==> src/rtl/spiram_pkg.sv <==
// Shared types and constants for the SPI register access master.
package spiram_pkg;

  localparam logic [1:0] OP_TICK  = 2'd0;
  localparam logic [1:0] OP_WRITE = 2'd1;
  localparam logic [1:0] OP_READ  = 2'd2;

  localparam logic [7:0] WRITE_FLAG  = 8'h80;
  localparam logic [1:0] CS_IDLE     = 2'b11;
  localparam logic [1:0] CS_MODULE0  = 2'b10;
  localparam logic [1:0] CS_MODULE1  = 2'b01;
  localparam logic [2:0] LAST_BIT    = 3'd7;

  localparam logic REG_DEVICE_SELECT = 1'b0;

  typedef enum logic [1:0] {
    CMD_TICK,
    CMD_WRITE,
    CMD_READ
  } cmd_e;

  typedef struct packed {
    logic [1:0] operation;
    logic [6:0] address;
    logic [7:0] length;
    logic [7:0] write_data;
    logic       miso;
  } in_word_t;

  typedef struct packed {
    logic [1:0] chip_select_n;
    logic       sck;
    logic       mosi;
    logic [7:0] read_data;
    logic       read_valid;
    logic       data_request;
    logic       busy_res;
    logic       last_byte;
  } out_word_t;

  typedef struct packed {
    cmd_e       cmd;
    logic [6:0] address;
    logic [7:0] length;
    logic [7:0] write_data;
    logic       miso;
  } cmd_word_t;

endpackage

==> src/rtl/spiram_front.sv <==
// Front end: classifies each incoming word into a tick or a start command.
module spiram_front (
  input  spiram_pkg::in_word_t  word_i,
  output spiram_pkg::cmd_word_t cmd_o
);
  import spiram_pkg::*;

  cmd_e cmd;

  always_comb begin
    cmd = CMD_TICK;
    if (word_i.length != 8'd0) begin
      unique case (word_i.operation)
        OP_WRITE: cmd = CMD_WRITE;
        OP_READ:  cmd = CMD_READ;
        default:  cmd = CMD_TICK;
      endcase
    end
  end

  assign cmd_o.cmd        = cmd;
  assign cmd_o.address    = word_i.address;
  assign cmd_o.length     = word_i.length;
  assign cmd_o.write_data = word_i.write_data;
  assign cmd_o.miso       = word_i.miso;

endmodule

==> src/rtl/spiram_fifo.sv <==
// Small command queue between front end and engine.
module spiram_fifo #(
  parameter int Depth = 2
) (
  input  logic                  clk_i,
  input  logic                  rst_ni,
  input  logic                  push_i,
  input  spiram_pkg::cmd_word_t push_word_i,
  output logic                  full_o,
  input  logic                  pop_i,
  output logic                  empty_o,
  output spiram_pkg::cmd_word_t head_o
);
  import spiram_pkg::*;

  localparam int PtrW = (Depth > 1) ? $clog2(Depth) : 1;
  localparam int CntW = $clog2(Depth + 1);
  localparam logic [PtrW-1:0] LastPtr = PtrW'(Depth - 1);
  localparam logic [CntW-1:0] FullCnt = CntW'(Depth);

  cmd_word_t       mem_q [Depth];
  logic [PtrW-1:0] wr_ptr_q, wr_ptr_d;
  logic [PtrW-1:0] rd_ptr_q, rd_ptr_d;
  logic [CntW-1:0] count_q, count_d;
  logic            do_push, do_pop;

  assign full_o  = (count_q == FullCnt);
  assign empty_o = (count_q == '0);
  assign head_o  = mem_q[rd_ptr_q];
  assign do_push = push_i && !full_o;
  assign do_pop  = pop_i && !empty_o;

  always_comb begin
    wr_ptr_d = wr_ptr_q;
    rd_ptr_d = rd_ptr_q;
    count_d  = count_q;
    if (do_push) begin
      wr_ptr_d = (wr_ptr_q == LastPtr) ? '0 : wr_ptr_q + PtrW'(1);
    end
    if (do_pop) begin
      rd_ptr_d = (rd_ptr_q == LastPtr) ? '0 : rd_ptr_q + PtrW'(1);
    end
    if (do_push && !do_pop) begin
      count_d = count_q + CntW'(1);
    end else if (do_pop && !do_push) begin
      count_d = count_q - CntW'(1);
    end
  end

  always_ff @(posedge clk_i or negedge rst_ni) begin
    if (!rst_ni) begin
      wr_ptr_q <= '0;
      rd_ptr_q <= '0;
      count_q  <= '0;
    end else begin
      wr_ptr_q <= wr_ptr_d;
      rd_ptr_q <= rd_ptr_d;
      count_q  <= count_d;
    end
  end

  always_ff @(posedge clk_i) begin
    if (do_push) begin
      mem_q[wr_ptr_q] <= push_word_i;
    end
  end

endmodule

==> src/rtl/spiram_engine.sv <==
// Back end: SPI mode-0 shift engine with registered result word.
module spiram_engine (
  input  logic                  clk_i,
  input  logic                  rst_ni,
  input  logic                  device_select_i,
  input  logic                  cmd_valid_i,
  input  spiram_pkg::cmd_word_t cmd_i,
  output logic                  cmd_pop_o,
  output logic                  out_valid_o,
  input  logic                  out_stall_i,
  output spiram_pkg::out_word_t out_word_o
);
  import spiram_pkg::*;

  logic [7:0] shift_q, shift_d;
  logic [2:0] bit_count_q, bit_count_d;
  logic       phase_high_q, phase_high_d;
  logic [7:0] bytes_left_q, bytes_left_d;
  logic       is_read_q, is_read_d;
  logic       in_addr_q, in_addr_d;
  logic       active_q, active_d;
  logic       out_valid_q;
  out_word_t  out_word_q, out_word_d;
  logic       pop;
  logic       rvalid, dreq, last;
  logic [7:0] rdata;

  assign pop       = cmd_valid_i && (!out_valid_q || !out_stall_i);
  assign cmd_pop_o = pop;

  always_comb begin
    shift_d      = shift_q;
    bit_count_d  = bit_count_q;
    phase_high_d = phase_high_q;
    bytes_left_d = bytes_left_q;
    is_read_d    = is_read_q;
    in_addr_d    = in_addr_q;
    active_d     = active_q;
    rvalid       = 1'b0;
    rdata        = 8'h00;
    dreq         = 1'b0;
    last         = 1'b0;
    if (!active_q) begin
      if (cmd_i.cmd != CMD_TICK) begin
        active_d     = 1'b1;
        is_read_d    = (cmd_i.cmd == CMD_READ);
        shift_d      = {1'b0, cmd_i.address} | ((cmd_i.cmd == CMD_READ) ? 8'h00 : WRITE_FLAG);
        bit_count_d  = 3'd0;
        phase_high_d = 1'b0;
        bytes_left_d = cmd_i.length;
        in_addr_d    = 1'b1;
      end
    end else if (!phase_high_q) begin
      phase_high_d = 1'b1;
      if (is_read_q && !in_addr_q) begin
        shift_d = {shift_q[6:0], cmd_i.miso};
      end
      if (!is_read_q && bit_count_q == LAST_BIT && (in_addr_q || bytes_left_q > 8'd1)) begin
        dreq = 1'b1;
        last = in_addr_q ? (bytes_left_q == 8'd1) : (bytes_left_q == 8'd2);
      end
    end else begin
      phase_high_d = 1'b0;
      if (!(is_read_q && !in_addr_q)) begin
        shift_d = {shift_q[6:0], 1'b0};
      end
      bit_count_d = bit_count_q + 3'd1;
      if (bit_count_q == LAST_BIT) begin
        if (!in_addr_q) begin
          bytes_left_d = bytes_left_q - 8'd1;
          if (is_read_q) begin
            rvalid = 1'b1;
            rdata  = shift_q;
            last   = (bytes_left_d == 8'd0);
          end
        end
        in_addr_d = 1'b0;
        if (bytes_left_d == 8'd0) begin
          active_d  = 1'b0;
          is_read_d = 1'b0;
        end else begin
          shift_d = is_read_q ? 8'h00 : cmd_i.write_data;
        end
      end
    end
  end

  always_comb begin
    out_word_d.chip_select_n = CS_IDLE;
    out_word_d.sck           = 1'b0;
    out_word_d.mosi          = 1'b1;
    if (active_d) begin
      out_word_d.chip_select_n = device_select_i ? CS_MODULE1 : CS_MODULE0;
      out_word_d.sck           = phase_high_d;
      if (!(is_read_d && !in_addr_d)) begin
        out_word_d.mosi = shift_d[7];
      end
    end
    out_word_d.read_data    = rdata;
    out_word_d.read_valid   = rvalid;
    out_word_d.data_request = dreq;
    out_word_d.busy_res     = active_d;
    out_word_d.last_byte    = last;
  end

  always_ff @(posedge clk_i or negedge rst_ni) begin
    if (!rst_ni) begin
      shift_q      <= 8'h00;
      bit_count_q  <= 3'd0;
      phase_high_q <= 1'b0;
      bytes_left_q <= 8'd0;
      is_read_q    <= 1'b0;
      in_addr_q    <= 1'b0;
      active_q     <= 1'b0;
      out_valid_q  <= 1'b0;
    end else begin
      if (pop) begin
        shift_q      <= shift_d;
        bit_count_q  <= bit_count_d;
        phase_high_q <= phase_high_d;
        bytes_left_q <= bytes_left_d;
        is_read_q    <= is_read_d;
        in_addr_q    <= in_addr_d;
        active_q     <= active_d;
        out_valid_q  <= 1'b1;
      end else if (!out_stall_i) begin
        out_valid_q  <= 1'b0;
      end
    end
  end

  always_ff @(posedge clk_i) begin
    if (pop) begin
      out_word_q <= out_word_d;
    end
  end

  assign out_valid_o = out_valid_q;
  assign out_word_o  = out_word_q;

  a_idle_phase_low: assert property (@(posedge clk_i) disable iff (!rst_ni)
    !active_q |-> !phase_high_q && !is_read_q)
    else $error("phase or read flag set while idle");

  a_idle_selects_high: assert property (@(posedge clk_i) disable iff (!rst_ni)
    out_valid_q && !out_word_q.busy_res |-> out_word_q.chip_select_n == CS_IDLE)
    else $error("select low outside a transaction");

  a_req_or_read: assert property (@(posedge clk_i) disable iff (!rst_ni)
    out_valid_q |-> !(out_word_q.read_valid && out_word_q.data_request))
    else $error("read byte and write request together");

  a_last_marked: assert property (@(posedge clk_i) disable iff (!rst_ni)
    out_valid_q && out_word_q.last_byte |->
      out_word_q.read_valid || out_word_q.data_request)
    else $error("last byte flag without a byte event");

endmodule

==> src/rtl/spi_register_access_master.sv <==
// Top level of the SPI mode-0 register access master.
//
//  channel | direction | handshake             | word
//  --------+-----------+-----------------------+-----------------------
//  in      | input     | in_valid_i/in_stall_o | in_word_i (one tick)
//  out     | output    | out_valid_o/out_stall_i | out_word_o (pin levels)
//  cfg     | input     | APB psel/penable      | device_select at 0x0
//
//  One word in per cycle unless stalled; one result word per input word.
//  Words pass the queue register, then the engine output register.
//  The engine advances one half-bit tick per popped word.
//  Reset idles the engine; the output word register is not reset.
//  out_stall_i holds the output register; the two-entry queue absorbs
//  that and raises in_stall_o only when full.
module spi_register_access_master #(
  parameter int QueueDepth = 2
) (
  input  logic                 clk_i,
  input  logic                 rst_ni,
  input  logic                 in_valid_i,
  output logic                 in_stall_o,
  input  spiram_pkg::in_word_t in_word_i,
  output logic                 out_valid_o,
  input  logic                 out_stall_i,
  output spiram_pkg::out_word_t out_word_o,
  input  logic                 psel,
  input  logic                 penable,
  input  logic                 pwrite,
  input  logic [2:0]           paddr,
  input  logic [31:0]          pwdata,
  output logic [31:0]          prdata,
  output logic                 pready
);
  import spiram_pkg::*;

  cmd_word_t front_cmd;
  cmd_word_t head_cmd;
  logic      full, empty, pop;
  logic      device_select_q;
  logic      reg_hit;

  assign pready  = 1'b1;
  assign reg_hit = (paddr[2] == REG_DEVICE_SELECT);
  assign prdata  = reg_hit ? {31'b0, device_select_q} : 32'h0;

  always_ff @(posedge clk_i or negedge rst_ni) begin
    if (!rst_ni) begin
      device_select_q <= 1'b0;
    end else if (psel && penable && pwrite && pready && reg_hit) begin
      device_select_q <= pwdata[0];
    end
  end

  spiram_front u_front (
    .word_i (in_word_i),
    .cmd_o  (front_cmd)
  );

  assign in_stall_o = full;

  spiram_fifo #(
    .Depth (QueueDepth)
  ) u_fifo (
    .clk_i       (clk_i),
    .rst_ni      (rst_ni),
    .push_i      (in_valid_i),
    .push_word_i (front_cmd),
    .full_o      (full),
    .pop_i       (pop),
    .empty_o     (empty),
    .head_o      (head_cmd)
  );

  spiram_engine u_engine (
    .clk_i           (clk_i),
    .rst_ni          (rst_ni),
    .device_select_i (device_select_q),
    .cmd_valid_i     (!empty),
    .cmd_i           (head_cmd),
    .cmd_pop_o       (pop),
    .out_valid_o     (out_valid_o),
    .out_stall_i     (out_stall_i),
    .out_word_o      (out_word_o)
  );

endmodule

==> config.mk <==
export PLATFORM = sky130hd
export DESIGN_NAME = spi_register_access_master
export DESIGN_NICKNAME = d
export VERILOG_FILES = /design/src/rtl/spiram_pkg.sv /design/src/rtl/spiram_front.sv /design/src/rtl/spiram_fifo.sv /design/src/rtl/spiram_engine.sv /design/src/rtl/spi_register_access_master.sv
export SDC_FILE = /design/constraint.sdc
export NUM_CORES = 1
export LEC_CHECK = 0
export BUFFER_PORTS_ARGS = -buffer_cell sky130_fd_sc_hd__buf_2
export CORE_MARGIN = 2
export CORE_UTILIZATION = 59
export DETAILED_ROUTE_END_ITERATION = 6
export HOLD_SLACK_MARGIN = 0.15
export PLACE_DENSITY = 0.86
export SLEW_MARGIN = 5
export SYNTH_ARGS = -nofsm -noshare
export SYNTH_HDL_FRONTEND = slang
export SYNTH_HIERARCHICAL = 1
export SYNTH_SLANG_ARGS = --single-unit
==> constraint.sdc <==
create_clock -name clk_i -period 6.2 [get_ports clk_i]
set_input_delay 1.24 -clock clk_i [delete_from_list [all_inputs] [get_ports clk_i]]
set_output_delay 1.24 -clock clk_i [all_outputs]
set_load 0.05 [all_outputs]
* Word-level counts from Yosys, hierarchy flattened
Memories as Yosys holds them, arrays and structs flattened.
Cells that the tools add are included.
** Word-level totals
- Register bits :: 45
- Memory bits (writable) :: 52
- Input bits :: 68
- Output and inout port bits :: 51
- Word-level logic and storage cells :: 141
- Memories kept :: 1
** Memory list
- u_fifo.mem_q :: depth 2, bits a word 26, rd ports 1, clocked after memory_dff 0, wr ports 1, line spiram_fifo.sv:21 : cmd_word_t mem_q [Depth];
** Cells by class
- $add $sub $neg :: 6
- Magnitude comparators :: 1
- Equal/unequal tests :: 11
- Multiplexer cells :: 57
- Bitwise gates (word level) :: 7
- Reduce and logical (&&, ||, !) cells :: 37
** Operators with widths (number)
- $mux W8 :: 17
- $mux W1 :: 32
- $logic_not A8 Y1 :: 2
- $logic_and A1 B1 Y1 :: 12
- $logic_not A1 Y1 :: 9
- $mux W3 :: 3
- $eq A8 B1 Y1 const B :: 1
- $eq A8 B2 Y1 const B :: 1
- $gt A8 B1 Y1 const B :: 1
- $mux W2 :: 4
- $or A7 B8 Y8 :: 1
- $reduce_bool A8 Y1 :: 1
- $sub A8 B1 Y8 const B :: 1
- $eq A2 B2 Y1 const B :: 3
- $not A1 Y1 :: 6
- $reduce_and A3 Y1 :: 2
- $reduce_bool A2 Y1 :: 3
- $reduce_or A5 Y1 :: 1
- $ne A2 B1 Y1 const B :: 2
- $pmux W2 S2 :: 1
- $reduce_and A4 Y1 :: 1
- $reduce_or A2 Y1 :: 2
- $reduce_or A4 Y1 :: 1
- $add A3 B1 Y3 const B :: 1
- 9 further kinds :: 11

* Longest topological paths before layout
Gate-level depths: netlist of run 1.
- Word-level depth :: 12
- Mapped depth :: 10
- Gate-level depth less buffers :: 9

* By module
Netlist of run 1, hierarchy kept.
** By module, submodules not included
- spiram_engine :: times used 1, cells each 295, area each 2618.8 um2, sequential area each 1081.0 um2
- spiram_fifo :: times used 1, cells each 100, area each 2173.3 um2, sequential area each 1661.6 um2
- spi_register_access_master :: times used 1, cells each 39, area each 305.3 um2, sequential area each 25.0 um2
- spiram_front :: times used 1, cells each 30, area each 227.7 um2, sequential area each 0.0 um2

* Worst setup path before layout of run 1
No wires, ideal clock.
- Kind :: in2reg
- From :: input port out_stall_i
- To :: register u_engine.shift_q[1]
- Arrival :: 2945 ps
- Data required time :: 6118 ps
- Path slack :: 3173 ps
- Cell stages on the path :: 9
- Path buffers :: 1
- Path through :: nand2_1 -> nand2_1 -> clkinv_1 -> nand2b_1 -> buf_2 -> nor2_1 -> a21oi_1 -> o221ai_1 -> a31oi_1
** On the way
- Word-level cells in the longest chain between the ends :: 4
** Ends and longest elaborated chain
- start: declaration :: line spi_register_access_master.sv:24 : input logic out_stall_i,
- $logic_not A1 Y1 :: line spiram_engine.sv:28 : assign pop = cmd_valid_i && (!out_valid_q || !out_stall_i);
- $logic_or A1 B1 Y1 :: line spiram_engine.sv:28
- $logic_and A1 B1 Y1 :: line spiram_engine.sv:28
- net pop :: line spi_register_access_master.sv:38 : logic full, empty, pop;
- $reduce_and A3 Y1 (no line)
- end signal: assignment :: line spiram_engine.sv:118 : shift_q <= shift_d;
- end: declaration :: line spiram_engine.sv:15 : logic [7:0] shift_q, shift_d;
The timed path passes the listed nets, and every way through them passes these cells.
A chain may end at the register's enable or synchronous reset.

* Worst setup path after layout of run 1
- From :: register u_engine.active_q
- To :: register u_engine.bytes_left_q[6]
** On the way
- Word-level cells in the longest chain between the ends :: 2
- Elaborated cells between the ends (all ways) :: 5
- Those cells by class :: eq/ne: 2; mux: 1; reduce/logical: 2
** Ends and longest elaborated chain
- start: declaration :: line spiram_engine.sv:21 : logic active_q, active_d;
- start signal: assignment :: line spiram_engine.sv:124 : active_q <= active_d;
- $ne A2 B1 Y1 (no line), or another cell as far along
- $reduce_and A4 Y1 (no line)
- end signal: assignment :: line spiram_engine.sv:121 : bytes_left_q <= bytes_left_d;
- end: declaration :: line spiram_engine.sv:18 : logic [7:0] bytes_left_q, bytes_left_d;
Several ways; a longest one is shown, not always the timed one.

==> results.ini, run 1 <==
[status]
outcome = finished clean

[timing]
relSlewSlack_pct = 21.4
min_period_over_period_pct = 52.9
max_slew.worst_pin.slew_ns = 1.18
slew_violations = 0
setup_tns_ns = 0
rsz0062_at_grt = false
final.min_clock_period_ns = 3.28
clock_skew_ns = 0.00821
fmax_mhz = 305
setup_viol = 0
finalHoldViolations = 0

[clock_network]
clk_pin_slew_ns = 0.09
clockRootBuffer = clkbuf_8
cts_resized = 0
clk_latency_ns = 0.36
cts_tree = done
cts_sinks = 97
hold_buffers = 0
cts_setup_buffers = 0
h-tree-depth = 3
cts_buffers = 9
cts_max_path_buffers = 2

[logic_synthesis]
synth_area_um2 = 5330
synth_seq_cells = 97
yosysWarnings = 6
synth-seq-area-share_pct = 52.0
synth-edff-count = 68
synth_area_per_cell_um2 = 11.5
synth_cell_type_count = 62
synthCells = 464
synthArstFlopShare_pct = 29.9
synth_ff_type = edfxtp_1

[route]
routed_via_density = 5.87
vias = 3509
drt_first_pass_iters = 6
drt-total-wl_um = 9640
drt_iter0_drc = 462
ant_nets = 0
drc = 0
wl_per_cell_um = 16.1

[hold_path]
hold_class = register to register
min_path_cells = 1
hp-start = u_fifo/wr_ptr_q

[global_routing]
grt_overflow_total = 0
first_global_vias = 3385
antenna_found_initial = 0
gr-usage-all-layers_pct = 20.5
grt_start_max_net_pins = 32
grt_first_pass_wirelength_um = 16000

[placement]
port_buffers = 53
place.gp.congestion = 0.938
dp_hpwl_um = 6660

[finish]
mostFrequentLayoutCells = edfxtp_1 (68), buf_2 (53), nand2_1 (47), conb_1 (32), a21oi_1 (30)
diodes = 0
syn_to_final_growth_pct = 3.20
utilization_pct = 63.0
nNetsFinal = 559
layout_commonest_cell = edfxtp_1
drive_gt1_share_pct = 23.1

[floorplanning]
coreArea_um2 = 8720
initial_core_util_pct = 61.1
fp-row-count = 34
dieArea_um2 = 9800
die_w_um = 99.0
die_y_um = 99.0
ios = 119

[power_and_ir_drop]
power_frac_clock_pct = 15.6
netSwitchingFraction_pct = 42.4
comb_power_share_pct = 44.0
seqPwrFrac_pct = 40.3
p_leak_nw = 2.22
powerDensity_nw_per_um2 = 513
vdd_drop_max_uv = 251
p_int_w = 0.00162
switching_power_w = 0.00120

[setup_path]
crit_path_end_kind = register
timing.critical_path.from = u_engine/active_q
regToRegStartpoint = u_engine/active_q
crit_type = register to register
startpoint_type = register
crit_fanout = 31
worst_ep_arrival_time_ns = 3.53
r2r_cells = 6
crit_required_ns = 6.45

[job]
max_cap_violations = 0

cell usage after synthesis, types with 3 or more instances:
cell,count,share of area (%)
nor3_1,9,0.85
dfrtp_1,29,14
ha_1,6,1.4
and2_1,8,0.94
buf_6,5,1.1
nand2b_1,9,1.1
clkbuf_1,7,0.49
xor2_1,3,0.49
o221ai_1,4,0.66
a22oi_1,9,1.3
o22ai_1,8,0.94
mux2_2,9,1.9
a31oi_1,7,0.82
a21oi_1,30,2.8
nor2_1,28,2.0
nand3_1,7,0.66
xnor2_1,7,1.2
inv_1,15,1.1
o21ai_0,20,1.9
mux2_4,20,5.6
nand2_1,47,3.3
edfxtp_1,68,38
buf_4,58,8.2
metal layers:
| metal | part of all wire, % | global-route usage [%] |
|---|---|---|
| met1 | 41 | 27.7 |
| met2 | 47 | 31.9 |
| met3 | 9.1 | 4.96 |
| met4 | 2.5 | 8.85 |
| met5 | 0 | 0 |
critical path, cell delays in order (launching register included):
cell and delay [ns]:
dfrtp_1 0.99, nor3_1 0.28, nand2b_1 0.44, a21oi_1 0.89, and3_1 0.27, o21ai_0 0.09
o221a_2 0.20
logic make-up (layout without fill, tap and decap cells):
logic type / Yosys count / in the layout / share of synthesized area, %
AO/OA/AOI/OAI: 98 / 98 / 12.4
XOR/XNOR: 10 / 10 / 1.64
adder cells (fa/ha/maj): 6 / 6 / 1.41
buffers and inverters: 92 / 88 / 12.1
flip-flops: 97 / 97 / 52.0
multiplexers: 31 / 31 / 7.94
other: 2 / 32 / 0.141
AND/OR/NAND/NOR: 128 / 128 / 12.3
state kept, by name, indices dropped and copies added (netlist names):
register and count:
u_engine/in_addr_q 1, u_engine/shift_q 8, u_engine/bytes_left_q 8, u_engine/phase_high_q 1
device_select_q 1, u_fifo/count_q 2, u_engine/active_q 1, u_engine/out_valid_o 1
u_fifo/wr_ptr_q 1, u_engine/out_word_o 16, u_engine/is_read_q 1, u_fifo/rd_ptr_q 1
u_fifo/mem_q 52, u_engine/bit_count_q 3
through the flow:
| stage | cells | setup WS, ns | cell area [um^2] | hold slack, ns | total power, W |
|---|---|---|---|---|---|
| 2_1_floorplan | 494 | 3.17 | 5440 | 0.461 | 0.00218 |
| 3_3_place_gp | 582 | 2.73 | 5280 | 0.488 | 0.00231 |
| 3_5_place_dp | 582 | 2.64 | 5280 | 0.506 | 0.00237 |
| 4_1_cts | 598 | 2.99 | 5500 | 0.524 | 0.00281 |
| 5_1_grt | 598 | 2.64 | 5500 | 0.549 | 0.00299 |
| 6_report | 598 | 2.92 | 5500 | 0.522 | 0.00282 |
layout make-up:
cell class	instances	area, um^2
clock buffers	10	128
repair buffers	56	288
multi-input cells	305	2030
clock inverters	6	90.1
inverters	16	60.1
fillers	640	3230
flip-flops and latches	97	2770
well taps	108	135
final timing paths:
path,endpoint,slack [ns]
setup / recovery,u_engine/bytes_left_q[6],2.92
hold / removal,u_fifo/wr_ptr_q,0.52
setup reg to reg,u_engine/bytes_left_q[6],2.92
hold reg to reg,u_fifo/wr_ptr_q,0.52
max in group asynchronous,u_engine/shift_q[5],4.84
min in group asynchronous,u_engine/is_read_q,0.92
power by group through the flow:
stage / clock network [W] / registers (W) / logic (W)
2_1_floorplan: 0 / 0.00118 / 0.00100
3_3_place_gp: 0 / 0.00113 / 0.00118
3_5_place_dp: 0 / 0.00115 / 0.00122
4_1_cts: 0.000449 / 0.00113 / 0.00123
5_1_grt: 0.000477 / 0.00116 / 0.00135
6_report: 0.000441 / 0.00114 / 0.00124
(Power assumes the default switching activity.)
==> run 2, diff against run 1 <==
- CORE_UTILIZATION: 59 -> 55
- PLACE_DENSITY: 0.86 -> 0.81
- clock period: 6.2 -> 3.1 ns (I/O delays scaled with it)
==> run 2 against run 1 <==
Net effect: die area increased by 7.0%; global-route usage decreased by 1.2 points; final cell count increased by 5.2%; sequential power increased by 96%; sequential share of layout area decreased by 0.61 points; register-to-register slack got worse by 2.6 ns; count of clock-buffer cells in the layout decreased by 1; critical path depth increased by 2; total power increased by 98%; flip-flop and latch count unchanged; non-clock buffer count increased by 10; critical path type unchanged; highest routed layer unchanged.
==> results.ini, run 2 (same netlist as run 1, synthesis figures left out) <==
[status]
outcome = finished clean

[route]
drt_iter0_drc = 245  ; -47%
wl_per_cell_um = 15.3  ; -5.0%
drt-total-wl_um = 9630  ; -0.10%
routed_via_density = 5.47  ; -6.7%
ant_nets = 0  ; unchanged
drt_first_pass_iters = 5  ; -1
vias = 3443  ; -1.9%
drc = 0  ; unchanged

[global_routing]
grt_busiest_layer = met2
grt_overflow_total = 0  ; unchanged
antenna_found_initial = 0  ; unchanged
gr-usage-all-layers_pct = 19.4  ; -1.2 points
grt_start_max_net_pins = 30  ; -6.3%
use_met2_pct = 30.6  ; -1.3 points
grtUsageMet3_pct = 4.10  ; -0.86 points
grt_first_pass_wirelength_um = 15500  ; -3.1%
grt_util_met1_pct = 27.2  ; -0.54 points
first_global_vias = 3181  ; -6.0%

[placement]
dp_hpwl_um = 6830  ; +2.5%
port_buffers = 53  ; unchanged
place.gp.congestion = 0.987  ; +5.3%
place_inst = 613  ; +5.3%

[setup_path]
timing.rr.end = u_engine/out_word_o[12]
r2r_cells = 8  ; +2
crit_path_end_kind = register
regToRegStartpoint = u_engine/bytes_left_q[0]
worst_ep_arrival_time_ns = 2.99  ; -0.54 ns
crit_required_ns = 3.32  ; -3.13 ns
crit_fanout = 8  ; -74%
crit_type = register to register
startpoint_type = register
rrSetupSlack_ns = 0.32  ; -2.60 ns

[timing]
min_period_over_period_pct = 89.5  ; +37 points
max_slew.worst_pin.slew_ns = 0.775  ; -0.403 ns
clock_skew_ns = 0.0133  ; +0.00508 ns
rsz0062_at_grt = false
finalHoldViolations = 0  ; unchanged
final.min_clock_period_ns = 2.78  ; -0.502 ns
whs_ns = 0.273  ; -0.249 ns
slew_violations = 0  ; unchanged
setup_viol = 0  ; unchanged
fmax_mhz = 360  ; +18%
setup_tns_ns = 0  ; unchanged
relSlewSlack_pct = 48.3  ; +27 points

[job]
max_cap_violations = 0  ; unchanged

[clock_network]
cts_buffers = 9  ; unchanged
cts_setup_buffers = 0  ; unchanged
cts_resized = 0  ; unchanged
clockRootBuffer = clkbuf_8
cts_max_path_buffers = 2  ; unchanged
clk_pin_slew_ns = 0.10  ; about the same
h-tree-depth = 3  ; unchanged
cts_tree = done
hold_buffers = 0  ; unchanged
cts_sinks = 97  ; unchanged
clk_latency_ns = 0.36  ; about the same

[finish]
largest_reg_flops = 52  ; unchanged
mostFrequentLayoutCells = edfxtp_1 (68), buf_2 (53), nand2_1 (47), conb_1 (32), a21oi_1 (30)
stdcell_count = 629  ; +5.2%
top_register = u_fifo/mem_q
fillCellCount = 763  ; +19%
layout_commonest_cell = edfxtp_1
syn_to_final_growth_pct = 4.46
nNetsFinal = 569  ; +1.8%
diodes = 0  ; unchanged
drive_gt1_share_pct = 24.8  ; +1.7 points

[power_and_ir_drop]
p_leak_nw = 2.25  ; +1.5%
powerDensity_nw_per_um2 = 1000  ; +96%
vdd_drop_max_uv = 395  ; +57%

[floorplanning]
fp-row-count = 35  ; +2.9%
ios = 119  ; unchanged
initial_core_util_pct = 57.1  ; -4.0 points
dieArea_um2 = 10500  ; +7.0%
die_y_um = 102  ; +3.4%
die_w_um = 102  ; +3.4%
coreArea_um2 = 9330  ; +7.0%

[hold_path]
hold_class = primary input to async pin

[run 2: cell types whose count changed in the layout (fill, tap and decap cells not counted)]
cell / previous run / this run
buf_4: 3 / 13
bufinv_16: 2 / 0
clkbuf_1: 1 / 0
clkinv_4: 1 / 0
clkinvlp_4: 1 / 2
inv_6: 1 / 2
inv_8: 0 / 2
[run 2: worst max path at each step]
stage	from	to	slack, ns	cells past startpoint
2_1_floorplan	u_engine/out_valid_o	u_engine/shift_q[1]	0.64	9
3_3_place_gp	u_engine/bytes_left_q[0]	u_engine/out_word_o[12]	0.49	8
3_5_place_dp	u_engine/bytes_left_q[0]	u_engine/out_word_o[12]	0.42	8
4_1_cts	u_engine/bytes_left_q[0]	u_engine/out_word_o[12]	0.39	8
5_1_grt	u_engine/bytes_left_q[0]	u_engine/out_word_o[12]	0.17	8
6_report	u_engine/bytes_left_q[0]	u_engine/out_word_o[12]	0.32	8
[run 2: final cells by class]
cell class	count	area (um^2)	area share, %
Clock buffer	9	124	2.23
Clock inverter	7	60.1	1.08
Inverter	16	60.1	1.08
Multi-Input combinational cell	305	2030	36.4
Sequential cell	97	2770	49.8
Tap cell	129	161	2.90
Timing Repair Buffer	66	363	6.52
[run 2: critical path, stage by stage, from the launching register on]
cell and delay, ns:
dfrtp_1 0.50, inv_1 0.15, ha_1 0.32, xor2_1 0.17
o41ai_1 0.34, and4b_4 0.34, a21bo_1 0.32, mux2_4 0.36
o21bai_1 0.13
[run 2: through the flow]
stage	util [%]	instance area, um^2	power (W)	setup slack, ns
global placement	57.7	5380	0.00470	0.492
CTS	59.6	5560	0.00558	0.393
global route	59.6	5560	0.00592	0.171
finish	59.6	5560	0.00558	0.325
floorplan	-	5440	0.00436	0.639
detailed placement	57.7	5380	0.00481	0.417
[run 2: power breakdown]
group / leakage [nW] / internal, W / switching [W]
registers: 0.986 / 0.00186 / 0.000384
clock network: 0.0901 / 0.000307 / 0.000461
logic: 1.18 / 0.000984 / 0.00159
total: 2.25 / 0.00315 / 0.00243
[run 2: layer usage]
| layer | vias to the layer above | share of wire, % |
|---|---|---|
| met4 | 0 | 0.75 |
| met1 | 1628 | 46 |
| li1 | 1644 | - |
| met2 | 165 | 47 |
| met5 | - | 0 |
| met3 | 6 | 6.3 |
